## config.mk

```make
export PLATFORM = sky130hd
export DESIGN_NAME = midi_file_event_parser_unit_flat
export DESIGN_NICKNAME = d
export VERILOG_FILES = /design/src/rtl/mfep_pkg.sv /design/src/rtl/mfep_if.sv /design/src/rtl/mfep_core.sv /design/src/rtl/mfep_out_reg.sv /design/src/rtl/midi_file_event_parser_unit.sv /design/src/flat_wrapper.sv
export SDC_FILE = /design/constraint.sdc
export NUM_CORES = 2
export LEC_CHECK = 0
export ABC_CLOCK_PERIOD_IN_PS = 36000
export BUFFER_PORTS_ARGS = -buffer_cell sky130_fd_sc_hd__buf_2
export CAP_MARGIN = 20
export CORE_MARGIN = 1.5
export CORE_UTILIZATION = 58
export DETAILED_ROUTE_END_ITERATION = 16
export MAX_ROUTING_LAYER = met4
export PLACE_DENSITY = 0.87
export SLEW_MARGIN = 20
export SYNTH_ARGS = -nofsm -noshare
export SYNTH_HDL_FRONTEND = slang
export SYNTH_SLANG_ARGS = --single-unit
```

## constraint.sdc

```tcl
create_clock -name clk -period 36 [get_ports clk]
set_input_delay 0 -clock clk [delete_from_list [all_inputs] [get_ports clk]]
set_output_delay 0 -clock clk [all_outputs]
set_load 0.01 [all_outputs]
```

## src/rtl/mfep_pkg.sv

```systemverilog
// Package: shared types, constants and phase codes for the MIDI file event parser.
`default_nettype none
package mfep_pkg;

    localparam int VARINT_MAX_BYTES_DEF = 4;
    localparam int CHUNK_LEN_BITS_DEF   = 32;

    localparam logic [2:0] KIND_HEADER  = 3'd0;
    localparam logic [2:0] KIND_CHANNEL = 3'd1;
    localparam logic [2:0] KIND_META    = 3'd2;
    localparam logic [2:0] KIND_SYSF0   = 3'd3;
    localparam logic [2:0] KIND_SYSF7   = 3'd4;
    localparam logic [2:0] KIND_PAYLOAD = 3'd5;
    localparam logic [2:0] KIND_ERROR   = 3'd6;

    localparam logic [7:0] ERR_HDR_ID   = 8'd0;
    localparam logic [7:0] ERR_HDR_LEN  = 8'd1;
    localparam logic [7:0] ERR_SMPTE    = 8'd2;
    localparam logic [7:0] ERR_TRK_ID   = 8'd3;
    localparam logic [7:0] ERR_META_LEN = 8'd4;
    localparam logic [7:0] ERR_STATUS   = 8'd5;
    localparam logic [7:0] ERR_VARINT   = 8'd6;
    localparam logic [7:0] ERR_FRAMING  = 8'd7;

    localparam logic [7:0] META_SEQ    = 8'h00;
    localparam logic [7:0] META_CHPFX  = 8'h20;
    localparam logic [7:0] META_EOT    = 8'h2f;
    localparam logic [7:0] META_TEMPO  = 8'h51;
    localparam logic [7:0] META_SMPTE  = 8'h54;
    localparam logic [7:0] META_TIMESIG = 8'h58;
    localparam logic [7:0] META_KEYSIG = 8'h59;
    localparam logic [7:0] STAT_META   = 8'hff;
    localparam logic [7:0] STAT_SYSF0  = 8'hf0;
    localparam logic [7:0] STAT_SYSF7  = 8'hf7;

    localparam logic [31:0] ID_MTHD = 32'h4D546864;
    localparam logic [31:0] ID_MTRK = 32'h4D54726B;
    localparam logic [27:0] SAT28   = 28'hFFFFFFF;

    typedef enum logic [4:0] {
        PH_HDR_ID, PH_HDR_LEN, PH_HDR_BODY, PH_TRK_ID, PH_TRK_LEN, PH_DELTA,
        PH_STATUS, PH_CH_P1, PH_CH_P2, PH_META_TYPE, PH_META_LEN, PH_META_FIXED,
        PH_SYSEX_LEN, PH_PAYLOAD, PH_DONE
    } phase_t;

    typedef struct packed {
        logic [7:0] data_byte;
        logic       final_byte;
    } in_item_t;

    typedef struct packed {
        logic [2:0]  record_kind;
        logic [7:0]  subtype;
        logic [3:0]  channel_number;
        logic [15:0] track_number;
        logic [27:0] delta_ticks;
        logic [23:0] value_a;
        logic [15:0] value_b;
        logic [15:0] value_c;
        logic [7:0]  value_d;
        logic [15:0] value_e;
        logic [27:0] payload_length;
        logic        last_of_event;
    } rec_t;

    // Required byte count of a fixed-size meta event, -1 when not fixed.
    function automatic logic signed [3:0] fixed_len(input logic [7:0] t);
        case (t)
            META_SEQ:     fixed_len = 4'sd2;
            META_CHPFX:   fixed_len = 4'sd1;
            META_EOT:     fixed_len = 4'sd0;
            META_TEMPO:   fixed_len = 4'sd3;
            META_SMPTE:   fixed_len = 4'sd5;
            META_TIMESIG: fixed_len = 4'sd4;
            META_KEYSIG:  fixed_len = 4'sd2;
            default:      fixed_len = -4'sd1;
        endcase
    endfunction

endpackage
`default_nettype wire

```

## src/rtl/mfep_if.sv

```systemverilog
// Interfaces: valid/ready channels for input bytes and result records.
`default_nettype none
interface mfep_in_if;
    logic                 valid;
    logic                 ready;
    mfep_pkg::in_item_t   payload;
    modport source (output valid, output payload, input ready);
    modport sink   (input valid, input payload, output ready);
endinterface

interface mfep_out_if;
    logic             valid;
    logic             ready;
    mfep_pkg::rec_t   payload;
    modport source (output valid, output payload, input ready);
    modport sink   (input valid, input payload, output ready);
endinterface
`default_nettype wire

```

## src/rtl/mfep_core.sv

```systemverilog
// Parser core: state registers and one-byte next-state and record logic.
`default_nettype none
module mfep_core #(
    parameter int VARINT_MAX_BYTES = mfep_pkg::VARINT_MAX_BYTES_DEF,
    parameter int CHUNK_LEN_BITS   = mfep_pkg::CHUNK_LEN_BITS_DEF
) (
    input  wire logic              clk,
    input  wire logic              rst_n,
    input  wire logic              step,
    input  wire logic [7:0]        data_byte,
    input  wire logic              final_byte,
    output logic                   rec_valid,
    output mfep_pkg::rec_t         rec
);
    localparam int VCW = $clog2(VARINT_MAX_BYTES + 1);

    mfep_pkg::phase_t   phase_reg, phase_next;
    logic [2:0]         fpos_reg, fpos_next;
    logic [27:0]        vacc_reg, vacc_next;
    logic [VCW-1:0]     vcnt_reg, vcnt_next;
    logic [31:0]        cleft_reg, cleft_next;
    logic [7:0]         rstat_reg, rstat_next;
    logic               rsv_reg, rsv_next;
    logic [15:0]        texp_reg, texp_next;
    logic [15:0]        tdone_reg, tdone_next;
    logic [27:0]        pdelta_reg, pdelta_next;
    logic [7:0]         mtype_reg, mtype_next;
    logic [27:0]        pleft_reg, pleft_next;
    logic [47:0]        fbuf_reg, fbuf_next;
    logic               err_reg, err_next;

    logic [47:0]        shifted;
    logic [2:0]         pos_inc;
    logic [34:0]        vwide;
    logic [27:0]        vsat;
    logic [VCW-1:0]     vcnt_inc;
    logic               vdone, vlong;
    logic [31:0]        cdec;
    logic [3:0]         ctype;
    logic [7:0]         p1, p2;
    logic               is_chan;
    logic [7:0]         dexp;
    logic signed [3:0]  need;
    logic [3:0]         pos4;
    logic               in_track;

    always_comb
    begin
        shifted  = {fbuf_reg[39:0], data_byte};
        pos_inc  = fpos_reg + 3'd1;
        vwide    = {vacc_reg, data_byte[6:0]};
        vsat     = (vwide[34:28] != 7'd0) ? mfep_pkg::SAT28 : vwide[27:0];
        vcnt_inc = vcnt_reg + VCW'(1);
        vdone    = !data_byte[7];
        vlong    = data_byte[7] && (int'(vcnt_inc) >= VARINT_MAX_BYTES);
        cdec     = cleft_reg - 32'd1;
        ctype    = rstat_reg[7:4];
        need     = mfep_pkg::fixed_len(mtype_reg);
        pos4     = {1'b0, pos_inc};
        in_track = 1'b0;
        p1 = 8'd0;
        p2 = 8'd0;
        is_chan = 1'b0;
        dexp = 8'd0;

        phase_next = phase_reg;  fpos_next = fpos_reg;   vacc_next = vacc_reg;
        vcnt_next = vcnt_reg;    cleft_next = cleft_reg; rstat_next = rstat_reg;
        rsv_next = rsv_reg;      texp_next = texp_reg;   tdone_next = tdone_reg;
        pdelta_next = pdelta_reg; mtype_next = mtype_reg; pleft_next = pleft_reg;
        fbuf_next = fbuf_reg;    err_next = err_reg;

        rec_valid = 1'b0;
        rec = '0;
        rec.track_number  = tdone_reg;
        rec.delta_ticks   = pdelta_reg;
        rec.last_of_event = 1'b1;

        if (step && !err_reg)
        begin
            unique case (phase_reg)
                mfep_pkg::PH_HDR_ID, mfep_pkg::PH_HDR_LEN, mfep_pkg::PH_TRK_ID:
                begin
                    fbuf_next = shifted;
                    fpos_next = pos_inc;
                    if (pos_inc == 3'd4)
                    begin
                        fpos_next = '0;
                        fbuf_next = '0;
                        if (phase_reg == mfep_pkg::PH_HDR_ID)
                        begin
                            if (shifted[31:0] != mfep_pkg::ID_MTHD)
                            begin
                                err_next = 1'b1; rec_valid = 1'b1;
                                rec.record_kind = mfep_pkg::KIND_ERROR;
                                rec.subtype = mfep_pkg::ERR_HDR_ID;
                                rec.delta_ticks = '0;
                            end
                            else
                                phase_next = mfep_pkg::PH_HDR_LEN;
                        end
                        else if (phase_reg == mfep_pkg::PH_HDR_LEN)
                        begin
                            if (shifted[31:0] != 32'd6)
                            begin
                                err_next = 1'b1; rec_valid = 1'b1;
                                rec.record_kind = mfep_pkg::KIND_ERROR;
                                rec.subtype = mfep_pkg::ERR_HDR_LEN;
                                rec.delta_ticks = '0;
                            end
                            else
                                phase_next = mfep_pkg::PH_HDR_BODY;
                        end
                        else
                        begin
                            if (shifted[31:0] != mfep_pkg::ID_MTRK)
                            begin
                                err_next = 1'b1; rec_valid = 1'b1;
                                rec.record_kind = mfep_pkg::KIND_ERROR;
                                rec.subtype = mfep_pkg::ERR_TRK_ID;
                                rec.delta_ticks = '0;
                            end
                            else
                                phase_next = mfep_pkg::PH_TRK_LEN;
                        end
                    end
                end
                mfep_pkg::PH_HDR_BODY:
                begin
                    fbuf_next = shifted;
                    fpos_next = pos_inc;
                    if (pos_inc == 3'd6)
                    begin
                        rec_valid = 1'b1;
                        if (shifted[15])
                        begin
                            err_next = 1'b1;
                            rec.record_kind = mfep_pkg::KIND_ERROR;
                            rec.subtype = mfep_pkg::ERR_SMPTE;
                            rec.delta_ticks = '0;
                        end
                        else
                        begin
                            rec.record_kind = mfep_pkg::KIND_HEADER;
                            rec.track_number = '0;
                            rec.delta_ticks = '0;
                            rec.value_a = {8'd0, shifted[47:32]};
                            rec.value_b = shifted[31:16];
                            rec.value_c = shifted[15:0];
                            texp_next = shifted[31:16];
                            tdone_next = '0;
                            fpos_next = '0;
                            fbuf_next = '0;
                            phase_next = (shifted[31:16] == 16'd0) ? mfep_pkg::PH_DONE
                                                                   : mfep_pkg::PH_TRK_ID;
                        end
                    end
                end
                mfep_pkg::PH_TRK_LEN:
                begin
                    fbuf_next = shifted;
                    fpos_next = pos_inc;
                    if (pos_inc == 3'd4)
                    begin
                        if (CHUNK_LEN_BITS < 32 &&
                            (shifted[31:0] >> CHUNK_LEN_BITS) != 32'd0)
                        begin
                            err_next = 1'b1; rec_valid = 1'b1;
                            rec.record_kind = mfep_pkg::KIND_ERROR;
                            rec.subtype = mfep_pkg::ERR_FRAMING;
                            rec.delta_ticks = '0;
                        end
                        else
                        begin
                            cleft_next = shifted[31:0];
                            rsv_next = 1'b0;
                            fpos_next = '0;
                            fbuf_next = '0;
                            if (shifted[31:0] == 32'd0)
                            begin
                                tdone_next = tdone_reg + 16'd1;
                                phase_next = (tdone_next == texp_reg) ? mfep_pkg::PH_DONE
                                                                     : mfep_pkg::PH_TRK_ID;
                            end
                            else
                            begin
                                phase_next = mfep_pkg::PH_DELTA;
                                vacc_next = '0;
                                vcnt_next = '0;
                            end
                        end
                    end
                end
                mfep_pkg::PH_DONE:
                begin
                end
                default:
                begin
                    in_track = 1'b1;
                    cleft_next = cdec;
                    case (phase_reg)
                        mfep_pkg::PH_DELTA, mfep_pkg::PH_META_LEN,
                        mfep_pkg::PH_SYSEX_LEN:
                        begin
                            vacc_next = vsat;
                            vcnt_next = vcnt_inc;
                            if (vdone)
                            begin
                                vcnt_next = '0;
                                vacc_next = '0;
                                if (phase_reg == mfep_pkg::PH_DELTA)
                                begin
                                    pdelta_next = vsat;
                                    phase_next = mfep_pkg::PH_STATUS;
                                end
                                else if (phase_reg == mfep_pkg::PH_SYSEX_LEN ||
                                         need < 0)
                                begin
                                    rec_valid = 1'b1;
                                    rec.record_kind = (phase_reg == mfep_pkg::PH_META_LEN)
                                        ? mfep_pkg::KIND_META
                                        : ((mtype_reg == mfep_pkg::STAT_SYSF0)
                                           ? mfep_pkg::KIND_SYSF0 : mfep_pkg::KIND_SYSF7);
                                    rec.subtype = mtype_reg;
                                    rec.payload_length = vsat;
                                    if (vsat == 28'd0)
                                        phase_next = mfep_pkg::PH_DELTA;
                                    else
                                    begin
                                        rec.last_of_event = 1'b0;
                                        pleft_next = vsat;
                                        phase_next = mfep_pkg::PH_PAYLOAD;
                                    end
                                end
                                else if (vsat != 28'(unsigned'(need)))
                                begin
                                    err_next = 1'b1; rec_valid = 1'b1;
                                    rec.record_kind = mfep_pkg::KIND_ERROR;
                                    rec.subtype = mfep_pkg::ERR_META_LEN;
                                    rec.delta_ticks = '0;
                                end
                                else if (need == 4'sd0)
                                begin
                                    rec_valid = 1'b1;
                                    rec.record_kind = mfep_pkg::KIND_META;
                                    rec.subtype = mtype_reg;
                                    phase_next = mfep_pkg::PH_DELTA;
                                end
                                else
                                begin
                                    fpos_next = '0;
                                    fbuf_next = '0;
                                    phase_next = mfep_pkg::PH_META_FIXED;
                                end
                            end
                            else if (vlong)
                            begin
                                err_next = 1'b1; rec_valid = 1'b1;
                                rec.record_kind = mfep_pkg::KIND_ERROR;
                                rec.subtype = mfep_pkg::ERR_VARINT;
                                rec.delta_ticks = '0;
                            end
                        end
                        mfep_pkg::PH_STATUS:
                        begin
                            if (data_byte == mfep_pkg::STAT_META)
                            begin
                                rsv_next = 1'b0;
                                phase_next = mfep_pkg::PH_META_TYPE;
                            end
                            else if (data_byte == mfep_pkg::STAT_SYSF0 ||
                                     data_byte == mfep_pkg::STAT_SYSF7)
                            begin
                                rsv_next = 1'b0;
                                mtype_next = data_byte;
                                vacc_next = '0;
                                vcnt_next = '0;
                                phase_next = mfep_pkg::PH_SYSEX_LEN;
                            end
                            else if (data_byte >= 8'hf0 || (!data_byte[7] && !rsv_reg))
                            begin
                                err_next = 1'b1; rec_valid = 1'b1;
                                rec.record_kind = mfep_pkg::KIND_ERROR;
                                rec.subtype = mfep_pkg::ERR_STATUS;
                                rec.delta_ticks = '0;
                            end
                            else if (data_byte[7])
                            begin
                                rstat_next = data_byte;
                                rsv_next = 1'b1;
                                phase_next = mfep_pkg::PH_CH_P1;
                            end
                            else if (ctype == 4'hc || ctype == 4'hd)
                            begin
                                is_chan = 1'b1;
                                p1 = data_byte;
                            end
                            else
                            begin
                                fbuf_next = {40'd0, data_byte};
                                phase_next = mfep_pkg::PH_CH_P2;
                            end
                        end
                        mfep_pkg::PH_CH_P1:
                        begin
                            if (ctype == 4'hc || ctype == 4'hd)
                            begin
                                is_chan = 1'b1;
                                p1 = data_byte;
                            end
                            else
                            begin
                                fbuf_next = {40'd0, data_byte};
                                phase_next = mfep_pkg::PH_CH_P2;
                            end
                        end
                        mfep_pkg::PH_CH_P2:
                        begin
                            is_chan = 1'b1;
                            p1 = fbuf_reg[7:0];
                            p2 = data_byte;
                        end
                        mfep_pkg::PH_META_TYPE:
                        begin
                            mtype_next = data_byte;
                            vacc_next = '0;
                            vcnt_next = '0;
                            phase_next = mfep_pkg::PH_META_LEN;
                        end
                        mfep_pkg::PH_META_FIXED:
                        begin
                            fbuf_next = shifted;
                            fpos_next = pos_inc;
                            if (signed'(pos4) == need)
                            begin
                                rec_valid = 1'b1;
                                rec.record_kind = mfep_pkg::KIND_META;
                                rec.subtype = mtype_reg;
                                phase_next = mfep_pkg::PH_DELTA;
                                vacc_next = '0;
                                vcnt_next = '0;
                                case (mtype_reg)
                                    mfep_pkg::META_SEQ:
                                        rec.value_a = {8'd0, shifted[15:0]};
                                    mfep_pkg::META_CHPFX:
                                        rec.channel_number = shifted[3:0];
                                    mfep_pkg::META_TEMPO:
                                        rec.value_a = shifted[23:0];
                                    mfep_pkg::META_SMPTE:
                                    begin
                                        rec.value_a = {19'd0, shifted[36:32]};
                                        case (shifted[38:37])
                                            2'd0:    rec.value_b = 16'd24;
                                            2'd1:    rec.value_b = 16'd25;
                                            2'd2:    rec.value_b = 16'd29;
                                            default: rec.value_b = 16'd30;
                                        endcase
                                        rec.value_c = {8'd0, shifted[31:24]};
                                        rec.value_d = shifted[23:16];
                                        rec.value_e = shifted[15:0];
                                    end
                                    mfep_pkg::META_TIMESIG:
                                    begin
                                        rec.value_a = {16'd0, shifted[31:24]};
                                        dexp = shifted[23:16];
                                        rec.value_b = (dexp >= 8'd15) ? 16'h8000
                                                    : (16'd1 << dexp[3:0]);
                                        rec.value_c = {8'd0, shifted[15:8]};
                                        rec.value_d = shifted[7:0];
                                    end
                                    default:
                                    begin
                                        rec.value_a = {16'd0, shifted[15:8]};
                                        rec.value_b = {8'd0, shifted[7:0]};
                                    end
                                endcase
                            end
                        end
                        default:
                        begin
                            // Payload byte records carry no length.
                            rec_valid = 1'b1;
                            rec.record_kind = mfep_pkg::KIND_PAYLOAD;
                            rec.subtype = mtype_reg;
                            rec.value_a = {16'd0, data_byte};
                            pleft_next = pleft_reg - 28'd1;
                            rec.last_of_event = (pleft_next == 28'd0);
                            if (pleft_next == 28'd0)
                            begin
                                phase_next = mfep_pkg::PH_DELTA;
                                vacc_next = '0;
                                vcnt_next = '0;
                            end
                        end
                    endcase

                    if (is_chan)
                    begin
                        rec_valid = 1'b1;
                        rec.record_kind = mfep_pkg::KIND_CHANNEL;
                        rec.channel_number = rstat_reg[3:0];
                        case (ctype)
                            4'h8: rec.subtype = 8'd0;
                            4'h9: rec.subtype = (p2 == 8'd0) ? 8'd0 : 8'd1;
                            4'ha: rec.subtype = 8'd2;
                            4'hb: rec.subtype = 8'd3;
                            4'hc: rec.subtype = 8'd4;
                            4'hd: rec.subtype = 8'd5;
                            default: rec.subtype = 8'd6;
                        endcase
                        if (rec.subtype == 8'd6)
                            rec.value_a = 24'(p1) + (24'(p2) << 7);
                        else
                        begin
                            rec.value_a = {16'd0, p1};
                            if (rec.subtype != 8'd4 && rec.subtype != 8'd5)
                                rec.value_b = {8'd0, p2};
                        end
                        phase_next = mfep_pkg::PH_DELTA;
                        vacc_next = '0;
                        vcnt_next = '0;
                    end

                    if (!err_next && cdec == 32'd0)
                    begin
                        if (phase_next == mfep_pkg::PH_DELTA && vcnt_next == '0)
                        begin
                            tdone_next = tdone_reg + 16'd1;
                            phase_next = (tdone_next == texp_reg) ? mfep_pkg::PH_DONE
                                                                 : mfep_pkg::PH_TRK_ID;
                            fpos_next = '0;
                            fbuf_next = '0;
                        end
                        else
                        begin
                            err_next = 1'b1; rec_valid = 1'b1;
                            rec = '0;
                            rec.record_kind = mfep_pkg::KIND_ERROR;
                            rec.subtype = mfep_pkg::ERR_FRAMING;
                            rec.track_number = tdone_reg;
                            rec.last_of_event = 1'b1;
                        end
                    end
                end
            endcase

            if (final_byte && !err_next)
            begin
                if (phase_next == mfep_pkg::PH_DONE)
                begin
                    phase_next = mfep_pkg::PH_HDR_ID;
                    fpos_next = '0;  vacc_next = '0;  vcnt_next = '0;  cleft_next = '0;
                    rstat_next = '0; rsv_next = 1'b0; texp_next = '0;  tdone_next = '0;
                    pdelta_next = '0; mtype_next = '0; pleft_next = '0; fbuf_next = '0;
                end
                else
                begin
                    err_next = 1'b1; rec_valid = 1'b1;
                    rec = '0;
                    rec.record_kind = mfep_pkg::KIND_ERROR;
                    rec.subtype = mfep_pkg::ERR_FRAMING;
                    rec.track_number = tdone_next;
                    rec.last_of_event = 1'b1;
                end
            end
        end
    end

    always_ff @(posedge clk or negedge rst_n)
    begin
        if (!rst_n)
        begin
            phase_reg <= mfep_pkg::PH_HDR_ID;
            fpos_reg <= '0;  vacc_reg <= '0;  vcnt_reg <= '0;  cleft_reg <= '0;
            rstat_reg <= '0; rsv_reg <= 1'b0; texp_reg <= '0;  tdone_reg <= '0;
            pdelta_reg <= '0; mtype_reg <= '0; pleft_reg <= '0; fbuf_reg <= '0;
            err_reg <= 1'b0;
        end
        else
        begin
            phase_reg <= phase_next;
            fpos_reg <= fpos_next;  vacc_reg <= vacc_next;  vcnt_reg <= vcnt_next;
            cleft_reg <= cleft_next; rstat_reg <= rstat_next; rsv_reg <= rsv_next;
            texp_reg <= texp_next;  tdone_reg <= tdone_next; pdelta_reg <= pdelta_next;
            mtype_reg <= mtype_next; pleft_reg <= pleft_next; fbuf_reg <= fbuf_next;
            err_reg <= err_next;
        end
    end

`ifndef SYNTHESIS
    a_err_sticky: assert property (@(posedge clk) disable iff (!rst_n)
        err_reg |=> err_reg) else $error("error flag dropped");
    a_no_rec_after_err: assert property (@(posedge clk) disable iff (!rst_n)
        err_reg |-> !rec_valid) else $error("record after error");
    a_err_has_rec: assert property (@(posedge clk) disable iff (!rst_n)
        (!err_reg && err_next) |-> (rec_valid && rec.record_kind == mfep_pkg::KIND_ERROR))
        else $error("error without error record");
    a_track_ok: assert property (@(posedge clk) disable iff (!rst_n)
        (in_track && step && !err_reg) |-> (cleft_reg != 32'd0))
        else $error("track byte with no length left");
`endif
endmodule
`default_nettype wire

```

## src/rtl/mfep_out_reg.sv

```systemverilog
// Output stage: two-entry skid register between the core and the result channel.
`default_nettype none
module mfep_out_reg (
    input  wire logic        clk,
    input  wire logic        rst_n,
    input  wire logic        in_valid,
    input  mfep_pkg::rec_t   in_rec,
    output logic             space,
    mfep_out_if.source       out_ch
);
    logic            v0_reg, v1_reg;
    mfep_pkg::rec_t  d0_reg, d1_reg;
    logic            pop;

    assign pop          = v0_reg && out_ch.ready;
    assign out_ch.valid = v0_reg;
    assign out_ch.payload = d0_reg;
    // Accept while the spare slot is free; one record can still land after that.
    assign space        = !v1_reg;

    always_ff @(posedge clk or negedge rst_n)
    begin
        if (!rst_n)
        begin
            v0_reg <= 1'b0;
            v1_reg <= 1'b0;
        end
        else
        begin
            if (pop)
            begin
                v0_reg <= v1_reg || in_valid;
                v1_reg <= v1_reg && in_valid;
            end
            else if (in_valid)
            begin
                v0_reg <= 1'b1;
                v1_reg <= v0_reg;
            end
        end
    end

    always_ff @(posedge clk)
    begin
        if (pop)
        begin
            d0_reg <= v1_reg ? d1_reg : in_rec;
            if (v1_reg && in_valid)
                d1_reg <= in_rec;
        end
        else if (in_valid)
        begin
            if (v0_reg)
                d1_reg <= in_rec;
            else
                d0_reg <= in_rec;
        end
    end

`ifndef SYNTHESIS
    a_order: assert property (@(posedge clk) disable iff (!rst_n)
        v1_reg |-> v0_reg) else $error("skid slot filled out of order");
    a_no_overflow: assert property (@(posedge clk) disable iff (!rst_n)
        (v1_reg && !pop) |-> !in_valid) else $error("record lost at output");
    a_hold: assert property (@(posedge clk) disable iff (!rst_n)
        (v0_reg && !out_ch.ready) |=> v0_reg) else $error("result dropped while stalled");
`endif
endmodule
`default_nettype wire

```

## src/rtl/midi_file_event_parser_unit.sv

```systemverilog
// Top level: Standard MIDI File byte parser with valid/ready channels.
//
//  channel   dir  payload                            per transaction
//  in_ch     in   data_byte[8], final_byte[1]        one file byte
//  out_ch    out  record (12 fields, see mfep_pkg)   one parsed record
//
// One byte per cycle while the output stage has space: the core updates its
// parse state from each accepted byte in the same cycle and registers at most
// one record into the output stage.
// in_ch.ready drops only when both output slots are full (sink stalled).
// rst_n clears the parse state to "expect MThd"; an error holds until reset.
`default_nettype none
module midi_file_event_parser_unit #(
    parameter int VARINT_MAX_BYTES = mfep_pkg::VARINT_MAX_BYTES_DEF,
    parameter int CHUNK_LEN_BITS   = mfep_pkg::CHUNK_LEN_BITS_DEF
) (
    input  wire logic   clk,
    input  wire logic   rst_n,
    mfep_in_if.sink     in_ch,
    mfep_out_if.source  out_ch
);
    logic            step;
    logic            space;
    logic            rec_valid;
    mfep_pkg::rec_t  rec;

    // Take a byte whenever the output stage can absorb a record.
    assign in_ch.ready = space;
    assign step        = in_ch.valid && space;

    mfep_core #(
        .VARINT_MAX_BYTES (VARINT_MAX_BYTES),
        .CHUNK_LEN_BITS   (CHUNK_LEN_BITS)
    ) u_core (
        .clk        (clk),
        .rst_n      (rst_n),
        .step       (step),
        .data_byte  (in_ch.payload.data_byte),
        .final_byte (in_ch.payload.final_byte),
        .rec_valid  (rec_valid),
        .rec        (rec)
    );

    mfep_out_reg u_out (
        .clk      (clk),
        .rst_n    (rst_n),
        .in_valid (rec_valid),
        .in_rec   (rec),
        .space    (space),
        .out_ch   (out_ch)
    );

`ifndef SYNTHESIS
    a_rec_only_on_step: assert property (@(posedge clk) disable iff (!rst_n)
        rec_valid |-> step) else $error("record without input byte");
    a_stall: assert property (@(posedge clk) disable iff (!rst_n)
        !space |-> !step) else $error("byte taken while output full");
    a_out_valid: assert property (@(posedge clk) disable iff (!rst_n)
        rec_valid |=> out_ch.valid) else $error("record not presented");
`endif
endmodule
`default_nettype wire
```

## src/flat_wrapper.sv

```systemverilog
// flat-port wrapper written by rule: the top's interface ports become plain ports
module midi_file_event_parser_unit_flat 
#(
    parameter int VARINT_MAX_BYTES = mfep_pkg::VARINT_MAX_BYTES_DEF,
    parameter int CHUNK_LEN_BITS   = mfep_pkg::CHUNK_LEN_BITS_DEF
)
  (clk, rst_n, in_ch_valid, in_ch_payload, in_ch_ready, out_ch_valid, out_ch_payload, out_ch_ready);
  mfep_in_if in_ch_i ();
  mfep_out_if out_ch_i ();
  input  wire logic clk;
  input  wire logic rst_n;
  input wire logic [$bits(in_ch_i.valid)-1:0] in_ch_valid;
  input wire logic [$bits(in_ch_i.payload)-1:0] in_ch_payload;
  output wire logic [$bits(in_ch_i.ready)-1:0] in_ch_ready;
  output wire logic [$bits(out_ch_i.valid)-1:0] out_ch_valid;
  output wire logic [$bits(out_ch_i.payload)-1:0] out_ch_payload;
  input wire logic [$bits(out_ch_i.ready)-1:0] out_ch_ready;
  assign in_ch_i.valid = in_ch_valid;
  assign in_ch_i.payload = in_ch_payload;
  assign in_ch_ready = in_ch_i.ready;
  assign out_ch_valid = out_ch_i.valid;
  assign out_ch_payload = out_ch_i.payload;
  assign out_ch_i.ready = out_ch_ready;
  midi_file_event_parser_unit #(.VARINT_MAX_BYTES(VARINT_MAX_BYTES), .CHUNK_LEN_BITS(CHUNK_LEN_BITS)) u_core (.clk(clk), .rst_n(rst_n), .in_ch(in_ch_i), .out_ch(out_ch_i));
endmodule
```

**After elaboration in Yosys (flattened, before gate mapping)**

Cells that the tools add are included.
W data, S select, Z words.

- Equality and inequality tests: 46
- Multiply operators: 0
- Add/sub/neg operators: 6
- Bitwise gates (word level): 0
- Div/mod/pow operators: 0
- Reduce and logical (&&, ||, !) cells: 51
- Mux-type cells: 332
- Shift-type cells: 1
- $lt $le $gt $ge: 4

Operators with widths:

| cell | count |
|---|---|
| $mux W168 | 13 |
| $mux W28 | 43 |
| $mux W48 | 19 |
| $mux W80 | 4 |
| $mux W16 | 18 |
| $pmux W48 S4 | 1 |
| $mux W8 | 22 |
| $mux W29 | 6 |
| $mux W56 | 3 |
| $pmux W28 S2 | 3 |
| $mux W11 | 15 |
| $pmux W48 S3 | 1 |
| $mux W5 | 28 |
| $pmux W28 S5 | 1 |
| $mux W40 | 3 |
| $pmux W24 S5 | 1 |
| $pmux W56 S2 | 1 |
| $mux W100 | 1 |
| $mux W32 | 3 |
| $pmux W16 S3 | 2 |
| $mux W15 | 6 |
| $pmux W28 S3 | 1 |
| $mux W3 | 27 |
| $mux W1 | 69 |
| 73 further kinds | 149 |

- Bits in writable memories: 0
- Bits of input ports: 13
- Memory bits (read-only): 0
- Bits in latches: 0
- Output and inout port bits: 170
- Memories: 0
- Register bits: 563

**Logic depth before layout (Yosys ltp)**

- Depth in word-level cells: 29
- Mapped depth: 20
- Mapped depth without buffers: 16

**Modules after synthesis**

A second synthesis with hierarchy kept.

- Cell total of the unflattened synthesis: 2764
- Area, all modules: 29089.1 um^2

Modules (own cells, without submodules):

| module | sequential area each (um^2) | instances | cells an instance | area an instance (um^2) |
|---|---|---|---|---|
| mfep_core | 5430.2 | 1 | 2229 | 16812.4 |
| mfep_out_reg | 10139.7 | 1 | 534 | 12270.5 |
| midi_file_event_parser_unit | 0.0 | 1 | 1 | 6.3 |

**Worst setup path after synthesis**

OpenSTA, ideal clock, no wires.

- Kind: register to register
- Start: register u_core.u_core.pleft_reg[3]
- End: register u_core.u_out.d0_reg (netlist bit u_core.u_out.out_ch.payload[0]), enable pin
- Setup slack: 19.725 ns
- Arrival: 15.351 ns
- Period minus slack after synthesis: 16.275 ns
- Cell stages (with the launch flop): 17
- Library setup time: 0.924 ns
- Cells stage by stage: dfrtp_1 > buf_6 > or4_4 > or4_4 > o21ai_1 > nand4b_1 > or3b_1 > nor2_1 > nor2b_1 > nand2b_1 > or2_2 > o21a_1 > or2_0 > buf_2 > o22ai_1 > nand2_1 > o21ai_0

- Word-level cells in the longest chain between the ends: 19
- Elaborated cells on any way between the ends: 34
- Those cells by class: add/sub (1); eq/ne (2); mux (24); reduce/logical (7)

RTL lines:

| item | line | text |
|---|---|---|
| start, declared | mfep_core.sv:28 | `logic [27:0] pleft_reg, pleft_next;` |
| start signal, assigned | mfep_core.sv:484 | `mtype_reg <= mtype_next; pleft_reg <= pleft_next; fbuf_reg <= fbuf_next;` |
| $sub A28 B1 Y28 (*) | mfep_core.sv:385 | `pleft_next = pleft_reg - 28'd1;` |
| $logic_not A28 Y1 (*) | mfep_core.sv:387 | `if (pleft_next == 28'd0)` |
| $mux W5 / $mux W3 (equally long branches) | mfep_core.sv:387 |  |
| $pmux W5 S6 / $pmux W3 S5 (equally long branches) | mfep_core.sv:200 | `case (phase_reg)` |
| $mux W5 / $mux W3 (equally long branches) | mfep_core.sv:396 | `if (is_chan)` |
| $mux W5 / $mux W3 (equally long branches) | mfep_core.sv:80 | `unique case (phase_reg)` |
| $mux W5 / $mux W3 (equally long branches) | mfep_core.sv:78 | `if (step && !err_reg)` |
| $eq A5 B3 Y1 / $logic_not A3 Y1 (equally long branches) | mfep_core.sv:425 | `if (phase_next == mfep_pkg::PH_DELTA && vcnt_next == '0)` |
| [... 3 more ...] | n/a |  |
| $pmux W5 S4 / $pmux W1 S3 (equally long branches) | mfep_core.sv:80 |  |
| $mux W5 / $mux W1 (equally long branches) | mfep_core.sv:78 |  |
| $eq A5 B4 Y1 / $logic_not A1 Y1 (equally long branches) | mfep_core.sv:448, mfep_core.sv:446 |  |
| $mux W1 / $logic_and A1 B1 Y1 (equally long branches) | mfep_core.sv:448, mfep_core.sv:446 |  |
| $mux W1 (*) | mfep_core.sv:446 | `if (final_byte && !err_next)` |
| $mux W1 (*) | mfep_core.sv:78 |  |
| $reduce_bool A2 Y1 (no source line) (*) | n/a |  |
| $reduce_and A2 Y1 (no source line) (*) | n/a |  |
| end signal, assigned | mfep_out_reg.sv:47 | `d0_reg <= v1_reg ? d1_reg : in_rec;` |
| end signal, assigned | mfep_out_reg.sv:56 | `d0_reg <= in_rec;` |
| end, declared | mfep_out_reg.sv:12 | `mfep_pkg::rec_t d0_reg, d1_reg;` |

Every way passes the cells marked *; elsewhere a longest branch is shown, timed or not. The select of a mux whose other input is x is not followed.
A chain may end at the register's enable or synchronous reset.

**Worst setup path after layout**

- Start: register u_core.u_core.phase_reg[1]
- End: register u_core.u_out.d0_reg (netlist bit u_core.u_out.out_ch.payload[14]), enable pin

- Word-level cells in the longest chain between the ends: 21
- Elaborated cells on any way between the ends: 92
- Those cells by class: eq/ne (15); mux (62); reduce/logical (15)

RTL lines:

| item | line | text |
|---|---|---|
| start, declared | mfep_core.sv:17 | `mfep_pkg::phase_t phase_reg, phase_next;` |
| start signal, assigned | mfep_core.sv:472 | `phase_reg <= mfep_pkg::PH_HDR_ID;` |
| start signal, assigned | mfep_core.sv:480 | `phase_reg <= phase_next;` |
| $eq A5 B4 Y1 / $mux W5 (equally long branches) | n/a |  |
| $logic_or A1 B1 Y1 / $mux W5 (equally long branches) | mfep_core.sv:215, mfep_core.sv:286 |  |
| $mux W5, on equally long branches | mfep_core.sv:215, mfep_core.sv:279 |  |
| $mux W5, on equally long branches | mfep_core.sv:210, mfep_core.sv:270 |  |
| $mux W5, on equally long branches | mfep_core.sv:206, mfep_core.sv:265 |  |
| $pmux W5 S6 | mfep_core.sv:200 |  |
| $mux W5 | mfep_core.sv:396 |  |
| $mux W5 | mfep_core.sv:80 |  |
| [... 5 more ...] | n/a |  |
| $pmux W5 S4 / $pmux W1 S3 (equally long branches) | mfep_core.sv:80 |  |
| $mux W5 / $mux W1 (equally long branches) | mfep_core.sv:78 |  |
| $eq A5 B4 Y1 / $logic_not A1 Y1 (equally long branches) | mfep_core.sv:448, mfep_core.sv:446 |  |
| $mux W1 / $logic_and A1 B1 Y1 (equally long branches) | mfep_core.sv:448, mfep_core.sv:446 |  |
| $mux W1 (*) | mfep_core.sv:446 |  |
| $mux W1 (*) | mfep_core.sv:78 |  |
| $reduce_bool A2 Y1 (no source line) (*) | n/a |  |
| $reduce_and A2 Y1 (no source line) (*) | n/a |  |

Marks and branches as above.

==> out/qor.yml <==
floorplanning:
  die_width_um: 224
  ios: 183
  placementRows: 80
  dieArea_um2: 50300
  die_y_um: 224
  start_util_pct: 59.1
  coreArea_um2: 48000
clocking:
  clk_latency_ns: 0.65
  cts_buffers: 55
  htree_levels: 2
  cts_resized: 0
  path_clk_slew_ns: 0.06
  clockRootBuffer: "clkbuf_16"
  cts_tree: "done"
  cts.sinks: 553
  cts_buffer_depth: 3
pwr:
  pwr-share-seq_pct: 52.7
  pwr-share-comb_pct: 1.5
  p_clk_share_pct: 45.8
  p_switching_w: 0.000273
  ir_worst_vdd_uv: 34.9
  netSwitchingFraction_pct: 21.6
  p_int_w: 0.000993
  powerDensity_nw_per_um2: 40.1
  p_leak_nw: 11.4
global_route:
  grtUsageTotal_pct: 38.2
  grt_overflow: 0
  grt_max_degree: 168
  grt_pass1_wl_mm: 142
  antenna_found_initial: 4
  grt_pass1_vias: 23200
placement:
  dpl.hpwl_mm: 61.5
  port_buffers: 181
  placed_area_um2: 29600
  place.gp.congestion: 1.01
finish:
  final_area_um2: 31500
  synthToLayoutAreaGrowth_pct: 11.0
  nNetsFinal: 2817
  drive_above_1_share_pct: 14.9
  nFillCells: 3576
route:
  drtPass1Iterations: 12
  routed_wirelength_mm: 94.2
  drcViolationCount: 0
  via_per_inst: 7.14
  ant_nets: 0
  wl_per_cell_um: 27.3
  drtIter0Drc: 4007
  vias: 24700
synthesis:
  synth_area_um2: 28400
  synth_largest_area_cell: "edfxtp_1"
  async_reset_ff_share_pct: 39.6
  synth_top_area_share_pct: 35.3
  synth.net_count: 2752
  synth.most_common_cell: "edfxtp_1"
  synthTopCellsByArea: "edfxtp_1 (35%), dfrtp_1 (19%), nor2_1 (3.6%)"
  synth-edff-count: 334
  synthTopCellsByCount: "edfxtp_1 (334), nor2_1 (274), nand2_1 (253)"
  avgSynthCellArea_um2: 10.4
  synth.distinct_cells: 105
  ys.flop_type: "edfxtp_1"
  ys_seq_area_share_pct: 54.6
  ys_seq_elements: 553
  netlist_instances: 2726
  ys_warn_count: 0
timing:
  max_freq_mhz: 155
  rsz0062_at_grt: "false"
  slew_headroom_pct: 25.4
  finalCriticalPeriod_ns: 6.46
  hold_viol_final: 0
  worstMarginPinSlew_ns: 1.12
  slew_viol_final: 0
  period_share_pct: 18.0
  setup_violations: 0
  skew_ns: 0.0607
  tns_ns: 0
setup_path:
  arrival_ns: 6.67
  crit_path_end_kind: "register"
  cp.required_ns: 36.21
  start_kind: "register"
  path_max_fanout: 167
  critPathKind: "reg -> reg"
run_status:
  outcome: "finished, final reports clean"
min_path:
  worstHoldPathType: "in -> reg"
run:
  maxCapViolCount: 0
-- logic make-up (layout without fill, tap and decap cells) --
family | Yosys count | count (layout) | synth area share (%)
and+or+nand+nor | 954 | 954 | 16.7
AOI/OAI and AO/OA | 873 | 873 | 21.6
DFF | 553 | 553 | 54.6
buffers and inverters | 243 | 354 | 3.51
xor gates and xnor gates | 53 | 53 | 1.63
muxes | 36 | 36 | 1.41
adders and majority gates | 13 | 13 | 0.572
other | 1 | 5 | 0.0132
-- critical path, cell delays in order (launching register included) --
cell	delay [ns]
dfrtp_1	0.92
nand3_1	0.30
nor3_1	0.57
a21oi_1	0.33
o21ai_2	0.68
a21oi_2	0.19
o211ai_2	0.12
a41oi_2	0.10
or2_2	0.42
o21a_1	0.24
or2_0	0.48
o22ai_1	0.36
nand2_1	0.22
o21ai_4	0.23
buf_12	0.54
-- power by group through the flow --
stage	logic [W]	clock network, W	registers (W)
CTS	0.0000189	0.000582	0.000667
global route	0.0000206	0.000605	0.000667
detailed placement	0.0000179	0	0.000680
floorplan	0.00000631	0	0.000680
finish	0.0000196	0.000579	0.000667
global placement	0.0000177	0	0.000680
-- final timing paths --
path	start	to	slack, ns	depth (start not counted)
worst max-delay path	u_core.u_core.phase_reg[1]	u_core.u_out.out_ch.payload[14]	29.54	14
worst min-delay path	in_ch_payload[4]	u_core.u_core.mtype_reg[3]	0.06	3
worst max register to register	u_core.u_core.phase_reg[1]	u_core.u_out.out_ch.payload[14]	29.54	14
worst min register to register	u_core.u_core.pdelta_reg[23]	u_core.u_core.pdelta_reg[23]	0.49	1
max in group asynchronous	rst_n	u_core.u_core.vacc_reg[24]	34.49	4
min in group asynchronous	rst_n	u_core.u_core.cleft_reg[0]	0.33	3
-- through the flow --
step                      worst slack (ns)  hold WS [ns]  total power (W)  util (%)  std cells
after detailed placement             29.69        0.0865         0.000698      61.6       3341
final                                29.54        0.0625          0.00127      65.7       3456
after global placement               29.88        0.0735         0.000698      61.6       3341
after floorplan                      19.72        -0.296         0.000686         -       2726
after CTS                            29.64       0.00511          0.00127      65.5       3450
after global routing                 29.39        0.0362          0.00129      65.7       3456
-- layout make-up --
class                      instances  area (µm²)  share of cell area (%)
multi-input combinational       1930       12000                    38.2
antenna                            4        10.0                  0.0317
clock inverter                    38         383                    1.21
clock buffer                      65        1420                    4.51
timing repair buffer             226        1310                    4.16
sequential                       553       15500                    49.2
inverter                          25        93.8                   0.297
tap                              615         769                    2.44
-- metal layers --
| metal | routed length [µm] | track usage [%] |
|---|---|---|
| met1 | 37100 | 52.6 |
| met2 | 41100 | 54.2 |
| met3 | 12300 | 10.8 |
| met4 | 3770 | 13.9 |
| met5 | 0 | - |
-- layout by cell type, fill, tap and decap left out, types with 13 or more instances in the layout --
| cell | n |
|---|---|
| nand2b_1 | 18 |
| or2_2 | 18 |
| a22oi_1 | 39 |
| nand3_1 | 55 |
| nor2_1 | 267 |
| clkbuf_16 | 55 |
| o21ai_0 | 178 |
| and2_1 | 54 |
| a21o_1 | 97 |
| xor2_1 | 18 |
| o22ai_1 | 19 |
| xnor2_1 | 35 |
| a31oi_1 | 37 |
| a222oi_1 | 18 |
| a21oi_1 | 138 |
| nand4_1 | 30 |
| and3_1 | 32 |
| inv_1 | 25 |
| a22o_1 | 90 |
| or3_1 | 24 |
| nor4_1 | 30 |
| nand2_1 | 253 |
| buf_4 | 36 |
| o2bb2ai_1 | 80 |
| edfxtp_1 | 334 |
| and4_1 | 16 |
| ha_1 | 13 |
| a221oi_1 | 28 |
| dfrtp_1 | 219 |
| buf_2 | 180 |
| o21ai_2 | 16 |
| o21ai_1 | 15 |
| nor3_1 | 75 |
| mux2_2 | 32 |
-- what timing repair did --
item | 4_1_cts | 5_1_grt
hold buffers | 6 | 0
buffers inserted | 0 | 0
endpoints found under the hold margin | 80 | 0
setup endpoints to repair | 0 | 0
(Power assumes the default switching activity.)
